`config.mk`:
```
export PLATFORM = sky130hd
export DESIGN_NAME = time_of_day_counter
export DESIGN_NICKNAME = d
export VERILOG_FILES = /design/src/hw/rtl/tod_pkg.sv /design/src/hw/rtl/time_of_day_counter.sv /design/src/hw/rtl/tod_datapath.sv /design/src/hw/rtl/tod_ctrl.sv
export VERILOG_INCLUDE_DIRS = /design/src /design/src/hw/rtl
export SDC_FILE = /design/constraint.sdc
export NUM_CORES = 1
export LEC_CHECK = 0
export BUFFER_PORTS_ARGS = -buffer_cell sky130_fd_sc_hd__buf_2
export CELL_PAD_IN_SITES_DETAIL_PLACEMENT = 0
export CELL_PAD_IN_SITES_GLOBAL_PLACEMENT = 1
export CORE_MARGIN = 2
export CORE_UTILIZATION = 35
export CTS_CLUSTER_DIAMETER = 100
export DETAILED_ROUTE_END_ITERATION = 12
export PLACE_DENSITY = 0.61
export SYNTH_ARGS = -nofsm -noshare
export SYNTH_HDL_FRONTEND = slang
export SYNTH_SLANG_ARGS = --single-unit
```
`constraint.sdc`:
```
create_clock -name i_clk -period 6.87 [get_ports i_clk]
set_input_delay 0.3435 -clock i_clk [delete_from_list [all_inputs] [get_ports i_clk]]
set_output_delay 0.3435 -clock i_clk [all_outputs]
set_load 0.05 [all_outputs]
```
`src/hw/rtl/assert_macros.svh`:
```
// Assertion macros shared by the time-of-day counter RTL.
// No dependencies; included by the source files of the modules that check themselves.
`ifndef ASSERT_MACROS_SVH
`define ASSERT_MACROS_SVH

// Same-cycle implication, disabled during reset.
`define ASSERT_IMPLY(label, clk, rst_n, ante, cons) \
    label: assert property (@(posedge clk) disable iff (!rst_n) (ante) |-> (cons)) \
        else $error("%m: implication check failed");

// Next-cycle implication, disabled during reset.
`define ASSERT_NEXT(label, clk, rst_n, ante, cons) \
    label: assert property (@(posedge clk) disable iff (!rst_n) (ante) |=> (cons)) \
        else $error("%m: next-cycle check failed");

`endif

```
`src/hw/rtl/tod_pkg.sv`:
```
// Package for the time-of-day counter: request codes, time constants,
// controller-to-datapath command and status types. No dependencies.
`default_nettype none

package tod_pkg;

    typedef enum logic [2:0] {
        REQ_UP,
        REQ_DOWN,
        REQ_SET_HOUR,
        REQ_SET_MIN,
        REQ_SET_SEC,
        REQ_ADD,
        REQ_LOAD_SECS,
        REQ_LOAD_HMS
    } t_req;

    typedef enum logic [1:0] {
        DIV_DAY,
        DIV_HOUR,
        DIV_MIN
    } t_div;

    typedef logic [3:0] t_shift;

    localparam logic [16:0] SECS_PER_DAY  = 17'd86400;
    localparam logic [11:0] SECS_PER_HOUR = 12'd3600;
    localparam logic [5:0]  SECS_PER_MIN  = 6'd60;
    localparam logic [4:0]  MAX_HOUR      = 5'd23;
    localparam logic [5:0]  MAX_MINSEC    = 6'd59;

    // Top bit positions of the restoring reductions.
    localparam t_shift DAY_TOP_SHIFT  = 4'd14;
    localparam t_shift HOUR_TOP_SHIFT = 4'd4;
    localparam t_shift MIN_TOP_SHIFT  = 4'd5;

    typedef struct packed {
        logic   start;
        logic   step;
        t_div   div_sel;
        t_shift shift;
        logic   fold;
        logic   sec_load;
        logic   emit;
    } t_dp_cmd;

    typedef struct packed {
        logic long_op;
    } t_dp_sts;

    function automatic logic [16:0] day_total(input logic [4:0] h, input logic [5:0] m,
                                              input logic [5:0] s);
        day_total = 17'(h) * 17'(SECS_PER_HOUR) + 17'(m) * 17'(SECS_PER_MIN) + 17'(s);
    endfunction

endpackage

`default_nettype wire

```
`src/hw/rtl/time_of_day_counter.sv`:
```
// Top level of the 24-hour hh:mm:ss time-of-day counter.
// Instantiates tod_ctrl and tod_datapath; uses tod_pkg.
//
//   channel   direction  handshake            payload
//   request   in         i_valid / o_stall    i_req_type i_value i_*_arg
//   result    out        o_valid / i_stall    o_cur_* o_day_seconds
//
// Step, set, load-hms and add of zero or less: go straight to S_EMIT, which registers the result.
// Add of a positive count and load-seconds: run on the shared compare-subtract unit
// (15 steps mod 86400, fold and wrap, 5 hour bits, 6 minute bits, seconds, emit).
// One request in flight; the next transfer is taken once the result is registered,
// even while that result is still stalled. Reset clears the time to 00:00:00.
`default_nettype none

module time_of_day_counter (
    input  wire logic               i_clk,
    input  wire logic               i_rst_n,
    input  wire logic               i_valid,
    output logic                    o_stall,
    input  wire logic [2:0]         i_req_type,
    input  wire logic signed [31:0] i_value,
    input  wire logic signed [7:0]  i_hour_arg,
    input  wire logic signed [7:0]  i_minute_arg,
    input  wire logic signed [7:0]  i_second_arg,
    output logic                    o_valid,
    input  wire logic               i_stall,
    output logic [4:0]              o_cur_hour,
    output logic [5:0]              o_cur_minute,
    output logic [5:0]              o_cur_second,
    output logic [16:0]             o_day_seconds
);
    import tod_pkg::*;

    t_dp_cmd cmd;
    t_dp_sts sts;

    tod_ctrl u_ctrl (
        .i_clk   (i_clk),
        .i_rst_n (i_rst_n),
        .i_valid (i_valid),
        .o_stall (o_stall),
        .o_valid (o_valid),
        .i_stall (i_stall),
        .i_sts   (sts),
        .o_cmd   (cmd)
    );

    tod_datapath u_datapath (
        .i_clk         (i_clk),
        .i_rst_n       (i_rst_n),
        .i_cmd         (cmd),
        .o_sts         (sts),
        .i_req_type    (i_req_type),
        .i_value       (i_value),
        .i_hour_arg    (i_hour_arg),
        .i_minute_arg  (i_minute_arg),
        .i_second_arg  (i_second_arg),
        .o_cur_hour    (o_cur_hour),
        .o_cur_minute  (o_cur_minute),
        .o_cur_second  (o_cur_second),
        .o_day_seconds (o_day_seconds)
    );

endmodule

`default_nettype wire

```
`src/hw/rtl/tod_datapath.sv`:
```
// Datapath of the time-of-day counter: clock registers, shared
// compare-subtract unit, output registers. Depends on tod_pkg and assert_macros.svh.
`default_nettype none
`include "assert_macros.svh"

module tod_datapath (
    input  wire logic             i_clk,
    input  wire logic             i_rst_n,
    input  wire tod_pkg::t_dp_cmd i_cmd,
    output tod_pkg::t_dp_sts      o_sts,
    input  wire logic [2:0]       i_req_type,
    input  wire logic signed [31:0] i_value,
    input  wire logic signed [7:0]  i_hour_arg,
    input  wire logic signed [7:0]  i_minute_arg,
    input  wire logic signed [7:0]  i_second_arg,
    output logic [4:0]            o_cur_hour,
    output logic [5:0]            o_cur_minute,
    output logic [5:0]            o_cur_second,
    output logic [16:0]           o_day_seconds
);
    import tod_pkg::*;

    t_req        req;
    logic [31:0] val_u;
    logic [31:0] divisor;
    logic [31:0] shifted;
    logic        fits;
    logic [16:0] cur_total;

    logic [4:0]  r_hour, n_hour;
    logic [5:0]  r_min, n_min;
    logic [5:0]  r_sec, n_sec;
    logic [31:0] r_acc;
    logic [16:0] r_total;
    logic [4:0]  r_o_hour;
    logic [5:0]  r_o_minute;
    logic [5:0]  r_o_second;
    logic [16:0] r_o_day_seconds;

    always_comb begin
        req   = t_req'(i_req_type);
        val_u = $unsigned(i_value);
        o_sts.long_op = (req == REQ_ADD && !i_value[31] && val_u != 32'd0) ||
                        (req == REQ_LOAD_SECS);
        case (i_cmd.div_sel)
            DIV_DAY:  divisor = 32'(SECS_PER_DAY);
            DIV_HOUR: divisor = 32'(SECS_PER_HOUR);
            DIV_MIN:  divisor = 32'(SECS_PER_MIN);
            default:  divisor = 32'(SECS_PER_DAY);
        endcase
        shifted   = divisor << i_cmd.shift;
        fits      = r_acc >= shifted;
        cur_total = day_total(r_hour, r_min, r_sec);
    end

    always_comb begin
        n_hour = r_hour;
        n_min  = r_min;
        n_sec  = r_sec;
        if (i_cmd.start) begin
            case (req)
                REQ_UP: begin
                    if (r_sec == MAX_MINSEC) begin
                        n_sec = 6'd0;
                        if (r_min == MAX_MINSEC) begin
                            n_min  = 6'd0;
                            n_hour = (r_hour == MAX_HOUR) ? 5'd0 : r_hour + 5'd1;
                        end else begin
                            n_min = r_min + 6'd1;
                        end
                    end else begin
                        n_sec = r_sec + 6'd1;
                    end
                end
                REQ_DOWN: begin
                    if (r_sec == 6'd0) begin
                        n_sec = MAX_MINSEC;
                        if (r_min == 6'd0) begin
                            n_min  = MAX_MINSEC;
                            n_hour = (r_hour == 5'd0) ? MAX_HOUR : r_hour - 5'd1;
                        end else begin
                            n_min = r_min - 6'd1;
                        end
                    end else begin
                        n_sec = r_sec - 6'd1;
                    end
                end
                REQ_SET_HOUR: begin
                    if (val_u <= 32'(MAX_HOUR)) n_hour = val_u[4:0];
                end
                REQ_SET_MIN: begin
                    if (val_u <= 32'(MAX_MINSEC)) n_min = val_u[5:0];
                end
                REQ_SET_SEC: begin
                    if (val_u <= 32'(MAX_MINSEC)) n_sec = val_u[5:0];
                end
                REQ_LOAD_HMS: begin
                    if ($unsigned(i_hour_arg) <= 8'(MAX_HOUR) &&
                        $unsigned(i_minute_arg) <= 8'(MAX_MINSEC) &&
                        $unsigned(i_second_arg) <= 8'(MAX_MINSEC)) begin
                        n_hour = i_hour_arg[4:0];
                        n_min  = i_minute_arg[5:0];
                        n_sec  = i_second_arg[5:0];
                    end else begin
                        n_hour = 5'd0;
                        n_min  = 6'd0;
                        n_sec  = 6'd0;
                    end
                end
                default: begin
                end
            endcase
        end else if (i_cmd.step && i_cmd.div_sel == DIV_HOUR) begin
            n_hour = {r_hour[3:0], fits};
        end else if (i_cmd.step && i_cmd.div_sel == DIV_MIN) begin
            n_min = {r_min[4:0], fits};
        end else if (i_cmd.sec_load) begin
            n_sec = r_acc[5:0];
        end
    end

    always_ff @(posedge i_clk) begin
        if (!i_rst_n) begin
            r_hour <= 5'd0;
            r_min  <= 6'd0;
            r_sec  <= 6'd0;
        end else begin
            r_hour <= n_hour;
            r_min  <= n_min;
            r_sec  <= n_sec;
        end
    end

    always_ff @(posedge i_clk) begin
        if (i_cmd.start) begin
            r_acc   <= (req == REQ_LOAD_SECS && i_value[31]) ? 32'd0 : val_u;
            r_total <= (req == REQ_ADD) ? cur_total : 17'd0;
        end else if (i_cmd.step && fits) begin
            r_acc <= r_acc - shifted;
        end else if (i_cmd.fold) begin
            r_acc <= r_acc + 32'(r_total);
        end
        if (i_cmd.emit) begin
            r_o_hour        <= r_hour;
            r_o_minute      <= r_min;
            r_o_second      <= r_sec;
            r_o_day_seconds <= cur_total;
        end
    end

    assign o_cur_hour    = r_o_hour;
    assign o_cur_minute  = r_o_minute;
    assign o_cur_second  = r_o_second;
    assign o_day_seconds = r_o_day_seconds;

    `ASSERT_IMPLY(a_split_below_day, i_clk, i_rst_n, i_cmd.step && i_cmd.div_sel == DIV_HOUR, r_acc < 32'(SECS_PER_DAY))
    `ASSERT_NEXT(a_emit_in_range, i_clk, i_rst_n, i_cmd.emit, r_o_day_seconds < SECS_PER_DAY && r_o_hour <= MAX_HOUR)

endmodule

`default_nettype wire

```
`src/hw/rtl/tod_ctrl.sv`:
```
// Controller of the time-of-day counter: request sequencing, reduction
// bit counter and output valid. Depends on tod_pkg and assert_macros.svh.
`default_nettype none
`include "assert_macros.svh"

module tod_ctrl (
    input  wire logic             i_clk,
    input  wire logic             i_rst_n,
    input  wire logic             i_valid,
    output logic                  o_stall,
    output logic                  o_valid,
    input  wire logic             i_stall,
    input  wire tod_pkg::t_dp_sts i_sts,
    output tod_pkg::t_dp_cmd      o_cmd
);
    import tod_pkg::*;

    typedef enum logic [2:0] {
        S_IDLE,
        S_DAY,
        S_FOLD,
        S_WRAP,
        S_HOUR,
        S_MIN,
        S_SEC,
        S_EMIT
    } t_state;

    t_state r_state;
    t_shift r_shift;
    logic   r_out_valid;
    logic   emit_ok;

    always_comb begin
        emit_ok = !r_out_valid || !i_stall;
        o_cmd   = '0;
        o_cmd.div_sel = DIV_DAY;
        o_cmd.shift   = r_shift;
        case (r_state)
            S_IDLE: o_cmd.start = i_valid;
            S_DAY:  o_cmd.step = 1'b1;
            S_FOLD: o_cmd.fold = 1'b1;
            S_WRAP: begin
                o_cmd.step  = 1'b1;
                o_cmd.shift = '0;
            end
            S_HOUR: begin
                o_cmd.step    = 1'b1;
                o_cmd.div_sel = DIV_HOUR;
            end
            S_MIN: begin
                o_cmd.step    = 1'b1;
                o_cmd.div_sel = DIV_MIN;
            end
            S_SEC:  o_cmd.sec_load = 1'b1;
            S_EMIT: o_cmd.emit = emit_ok;
            default: begin
            end
        endcase
    end

    always_ff @(posedge i_clk) begin
        if (!i_rst_n) begin
            r_state     <= S_IDLE;
            r_shift     <= '0;
            r_out_valid <= 1'b0;
        end else begin
            r_out_valid <= (r_out_valid && i_stall) || (r_state == S_EMIT && emit_ok);
            case (r_state)
                S_IDLE: begin
                    if (i_valid) begin
                        if (i_sts.long_op) begin
                            r_state <= S_DAY;
                            r_shift <= DAY_TOP_SHIFT;
                        end else begin
                            r_state <= S_EMIT;
                        end
                    end
                end
                S_DAY: begin
                    if (r_shift == '0) r_state <= S_FOLD;
                    else r_shift <= r_shift - 4'd1;
                end
                S_FOLD: r_state <= S_WRAP;
                S_WRAP: begin
                    r_state <= S_HOUR;
                    r_shift <= HOUR_TOP_SHIFT;
                end
                S_HOUR: begin
                    if (r_shift == '0) begin
                        r_state <= S_MIN;
                        r_shift <= MIN_TOP_SHIFT;
                    end else begin
                        r_shift <= r_shift - 4'd1;
                    end
                end
                S_MIN: begin
                    if (r_shift == '0) r_state <= S_SEC;
                    else r_shift <= r_shift - 4'd1;
                end
                S_SEC: r_state <= S_EMIT;
                S_EMIT: begin
                    if (emit_ok) r_state <= S_IDLE;
                end
                default: r_state <= S_IDLE;
            endcase
        end
    end

    assign o_stall = (r_state != S_IDLE);
    assign o_valid = r_out_valid;

    `ASSERT_NEXT(a_accept_leaves_idle, i_clk, i_rst_n, i_valid && r_state == S_IDLE, r_state != S_IDLE)
    `ASSERT_NEXT(a_emit_sets_valid, i_clk, i_rst_n, o_cmd.emit, r_out_valid && r_state == S_IDLE)

endmodule

`default_nettype wire
```
Yosys cells after proc, flatten, opt, wreduce, memory -nomap -nowiden
Index checks and enable logic that the tools add are counted.
Storage, ports and cells
  bits of input ports: 63
  register bits: 108
  output and inout port bits: 36
Cells by class
  add/subtract/negate cells: 11
  mux-type cells: 53
  shift operators: 1
  magnitude comparators: 6
  reduce and logical (&&, ||, !) cells: 36
  equal/unequal tests: 38
  $mul: 2
Operator list (number)
  32-bit two-way mux: 4
  6-bit two-way mux: 16
  5-bit two-way mux: 10
  6-bit case mux with 4 select lines: 2
  17-bit case mux with 2 select lines: 1
  32-bit by 17-bit adder with 32-bit output: 1
  32-bit greater-or-equal comparator: 1
  32-bit by 5-bit less-or-equal comparator with 1-bit output, second input constant: 1
  32-bit by 6-bit less-or-equal comparator with 1-bit output, second input constant: 1
  32-bit nonzero test: 1
  17-bit by 4-bit left shift with 32-bit output: 1
  32-bit subtractor: 1
  3-bit == test, second input constant: 8
  3-bit case mux with 8 select lines: 1
  3-bit by 2-bit inequality test with 1-bit output, second input constant: 7
  4-bit two-way mux: 5
  5-bit case mux with 4 select lines: 1
  3-bit two-way mux: 6
  17-bit by 12-bit adder with 17-bit output: 1
  17-bit by 6-bit adder with 17-bit output: 1
  8-bit by 6-bit less-or-equal comparator with 1-bit output, second input constant: 2
  4-bit case mux with 4 select lines: 1
  5-bit by 1-bit inequality test with 1-bit output, second input constant: 3
  5-bit by 8-bit multiplier with 13-bit output, second input constant: 1
  other kinds (33): 70

Longest topological paths before layout
  depth in word-level cells: 9
  gate-level depth with buffers: 22

Modules after synthesis
From an unflattened synthesis, not the netlist that was laid out.
Second synthesis, totals
  cells, all modules: 1225
  area total of the unflattened synthesis: 10667.7 µm²
Modules (own cells, without submodules)
  tod_datapath: cells an instance 1150, area each 10079.7 µm², instances 1
  tod_ctrl: cells an instance 75, area each 588.1 µm², instances 1

Worst setup path after synthesis
Ideal clock, no wire load.
  path type: register to register
  start: register u_ctrl.r_state[1]
  end: register u_datapath.r_acc[10], enable pin
  slack: 1.860 ns
  data arrival time: 4.545 ns
  library setup time: 0.465 ns
  path buffers: 3
  cell stages (with the launch flop): 19
  path through: dfxtp_1 -> inv_1 -> ha_1 -> nand2_1 -> ha_1 -> clkbuf_1 -> clkbuf_1 -> mux2i_1 -> a21oi_1 -> mux2i_1 -> ha_1 -> a21o_1 -> a21o_1 -> a221oi_1 -> a2111oi_2 -> o21a_2 -> buf_4 -> nor2_1 -> nand2_1
Between the ends
  longest elaborated chain between the ends: 8
Ends and longest elaborated chain
  start: declaration: RTL line tod_ctrl.sv:29  | t_state r_state;
  start signal: assignment: RTL line tod_ctrl.sv:64  | r_state <= S_IDLE;
  start signal: assignment: RTL line tod_ctrl.sv:73  | r_state <= S_DAY;
  start signal: assignment: RTL line tod_ctrl.sv:76  | r_state <= S_EMIT;
  3-bit == test: RTL line tod_ctrl.sv:39  | case (r_state)
  2-bit case mux with 2 select lines: RTL line tod_ctrl.sv:39
  2-bit == test or 2-bit by 1-bit == test with 1-bit output (tied branches): RTL line tod_datapath.sv:45  | case (i_cmd.div_sel)
  17-bit case mux with 2 select lines: RTL line tod_datapath.sv:45
  17-bit by 4-bit left shift with 32-bit output: RTL line tod_datapath.sv:51  | shifted = divisor << i_cmd.shift;
  32-bit greater-or-equal comparator: RTL line tod_datapath.sv:52  | fits = r_acc >= shifted;
  1-bit logical AND: RTL line tod_datapath.sv:138  | end else if (i_cmd.step && fits) begin
  3-bit nonzero test (no line) *
  end signal: assignment: RTL line tod_datapath.sv:136  | r_acc <= (req == REQ_LOAD_SECS && i_value[31]) ? 32'd0 : val_u;
  end signal: assignment: RTL line tod_datapath.sv:139  | r_acc <= r_acc - shifted;
  end signal: assignment: RTL line tod_datapath.sv:141  | r_acc <= r_acc + 32'(r_total);
  end: declaration: RTL line tod_datapath.sv:33  | logic [31:0] r_acc;
Mark *: on every way between the ends. The rest lies on a longest branch, timed or not.
A chain may end at the register's enable or synchronous reset.

Worst setup path in the final report
  start: register u_ctrl.r_state[1]
  end: register u_datapath.r_acc[9], enable pin
The elaborated chain is that of the path after synthesis.

==> impl_metrics.ini <==
[run_status]
status = completed

[yosys]
ys_async_sr_fraction_pct = 0
ys_seq_elements = 106
synth_commonest_cells = ha_1 (126), a21oi_1 (125), nand2_1 (122), nor2_1 (106), edfxtp_1 (81)
syn_area_per_cell_um2 = 8.37
synth_edf_count = 81
synthTopCellsByArea = edfxtp_1 (22%), ha_1 (15%), a21oi_1 (5.8%)
yosysTopAreaCellShare_pct = 22.5
syn_nets = 1499
synthCells = 1294
ys_types = 77
ys_warn_count = 0
yosysMostFrequentCell = ha_1
ys_seq_area_share_pct = 27.1
yosys.area.top_type = edfxtp_1
synth_area_um2 = 10800
ys.flop_type = edfxtp_1

[timing]
hold_ws_ps = 286
tightest_slew_ps = 1150
setup_tns_ps = 0
fmax_mhz = 172
finalHoldViolCount = 0
fin_skew_ps = 16.4
relSlewSlack_pct = 22.9
worst_slack_ps = 1050
finalMaxSlewViolations = 0
period_needed_ps = 5820
rsz0062_at_grt = no
min_period_over_period_pct = 84.7
setup-violations-final = 0

[global_route]
grt_max_degree = 43
first_global_vias = 9653
grt_usage_pct = 21.7
overflow = 0
use_met1_pct = 27.1
busiest_layer = met2
grt_use_met3_pct = 2.74
grt_use_met2_pct = 38.6
grt_antenna_before_repair = 0
grt_pass1_wl_um = 55000

[floorplanning]
dieArea_um2 = 32400
rows = 64
start_util_pct = 35.5
fp.dieH_um = 180
coreArea_um2 = 30500
num_io_pins = 99
die_w_um = 180

[finish]
syn2layout_area_growth_pct = 10.5
fillers = 3151
diodes = 0
final_util_pct = 39.3
fin_nets = 1565
stdcell_count = 1761
drive_gt1_share_pct = 10.4

[worst_setup_path]
crit_type = register to register
arrival_ps = 5870
rr_worst_depth = 19
r2r_start = u_ctrl.r_state[1]
rrSetupSlack_ps = 1050
max_stage_delay_ps = 780
endpoint_kind = register
r2r-end = u_datapath.r_acc[9]
path_cells = inv_1 -> ha_1 -> nand2_1 -> ha_1 -> nand2_1 -> o21ai_0 -> o21ai_0 -> o21ai_0 -> nand2_1 -> ha_1 -> a21oi_1 -> o21ai_1 -> a2111oi_2 -> nand4bb_1 -> a2111oi_2 -> o21a_2 -> nor2_1 -> nand2_1 -> buf_4
cp-start-kind = register
cpMostUsedCell = nand2_1
crit_fanout = 42
cp.required_ps = 6920
crit_slowest_cell = o21a_2

[detailed_routing]
routed_wl_um = 35700
drc_errors = 0
vias = 9868
vias_per_cell = 5.60
post_drt_wl_per_cell_um = 20.3
firstDrtPassIters = 8
ant_nets = 0
drt_iter0_drc = 564

[power_and_ir_drop]
peakVddDrop_mv = 0.172
power_density_nw_per_um2 = 476
power_leakage_uw = 0.00503

[clock_tree]
numCtsBuffers = 9
cts_sinks = 106
cts_resized = 0
cts_setup_buffers = 0
ctsHtreeMaxLevel = 3
clk_root_buffer_cell = clkbuf_16
clockBufferDepth = 2
cts_tree = yes
postCtsHoldBufs = 0
clock_latency_ps = 370
path_clk_slew_ps = 80

[placement]
dp_hpwl_um = 27800
place_congestion = 0.878
pre_cts_ws_ps = 1070
dp.cells = 1745
port_buffers = 98

[flow_run]
maxCapViolCount = 0

[min_path]
hold_start = i_stall
worstHoldEndpoint = u_ctrl.o_valid
hold_class = input port to register
worst_hold_path.num_cells = 3
cells by family (layout without fill, tap and decap cells):
kind of cell / Yosys count / after routing / share of synthesized area (%)
adder cells (fa/ha/maj): 142 / 142 / 17.5
buffers and inverters: 124 / 195 / 4.43
AO/OA/AOI/OAI: 386 / 386 / 23.1
flip-flops: 106 / 106 / 27.1
AND/OR/NAND/NOR: 432 / 432 / 19.3
XOR/XNOR: 84 / 84 / 6.79
multiplexers: 20 / 20 / 1.86
per-stage QoR:
| step | total power, uW | instance area, um^2 |
|---|---|---|
| after floorplan | 4140 | 10800 |
| after global routing | 6250 | 12000 |
| after global placement | 5170 | 11700 |
| after CTS | 5720 | 12000 |
| final | 5700 | 12000 |
| after detailed placement | 5150 | 11700 |
worst max-delay path by stage:
stage                      startpoint                    to  slack, ps  depth (start not counted)
floorplan           u_ctrl.r_state[1]  u_datapath.r_acc[10]       1860                         18
global placement    u_ctrl.r_state[1]  u_datapath.r_acc[19]       1230                         19
detailed placement  u_ctrl.r_state[1]  u_datapath.r_acc[19]       1070                         19
CTS                 u_ctrl.r_state[1]   u_datapath.r_acc[9]       1040                         19
global route        u_ctrl.r_state[1]   u_datapath.r_acc[8]        410                         19
finish              u_ctrl.r_state[1]   u_datapath.r_acc[9]       1050                         19
critical path: cells and delay by family (launching register included):
family / cells / cell delay, ps
AO/OA/AOI/OAI: 8 / 2250
adder cells (fa/ha/maj): 3 / 1360
AND/OR/NAND/NOR: 6 / 1100
buffers and inverters: 2 / 390
flip-flops: 1 / 370
state kept, by name, summed over array words and instances, names as in the netlist:
register and count:
u_datapath.r_acc 32, u_datapath.o_day_seconds 17, u_datapath.r_total 17, u_datapath.o_cur_minute 6
u_datapath.r_min 6, u_datapath.r_sec 6, u_datapath.o_cur_hour 5, u_datapath.r_hour 5
u_ctrl.r_shift 4, u_datapath.o_cur_second 4, u_ctrl.r_state 3, u_ctrl.o_valid 1
final cells by class:
class                           instances  area [um^2]  area share, %
Multi-Input combinational cell       1064         7430           62.1
Tap cell                              396          495           4.14
Clock buffer                           10          239           2.00
Clock inverter                          6         46.3          0.387
Sequential cell                       106         2930           24.5
Timing Repair Buffer                  107          558           4.66
Inverter                               72          270           2.26
where the power goes:
group / internal [uW] / total (uW) / leakage (uW) / switching (uW)
registers: 1020 / 1250 / 0.000966 / 237
logic: 1530 / 3910 / 0.00392 / 2380
clock network: 261 / 535 / 0.000143 / 274
cell usage in the layout (no fill, tap or decap), types with 14 or more instances in the layout:
| cell | count |
|---|---|
| a21o_1 | 28 |
| a21oi_1 | 124 |
| and2_1 | 17 |
| and3_1 | 24 |
| buf_2 | 98 |
| dfxtp_1 | 25 |
| edfxtp_1 | 81 |
| fa_1 | 16 |
| ha_1 | 126 |
| inv_1 | 71 |
| mux2i_1 | 19 |
| nand2_1 | 121 |
| nand2b_1 | 14 |
| nand3_1 | 43 |
| nand4_1 | 14 |
| nor2_1 | 106 |
| nor2b_1 | 28 |
| nor3_1 | 21 |
| o21ai_0 | 78 |
| o21bai_1 | 14 |
| xnor2_1 | 53 |
| xor2_1 | 31 |
metal layers:
layer,wire (um),vias to the layer above
met4,889,0
met2,18000,255
met1,15300,4699
li1,-,4866
met5,0,-
met3,1410,48
Note: power is estimated with default switching activity, not from simulation.
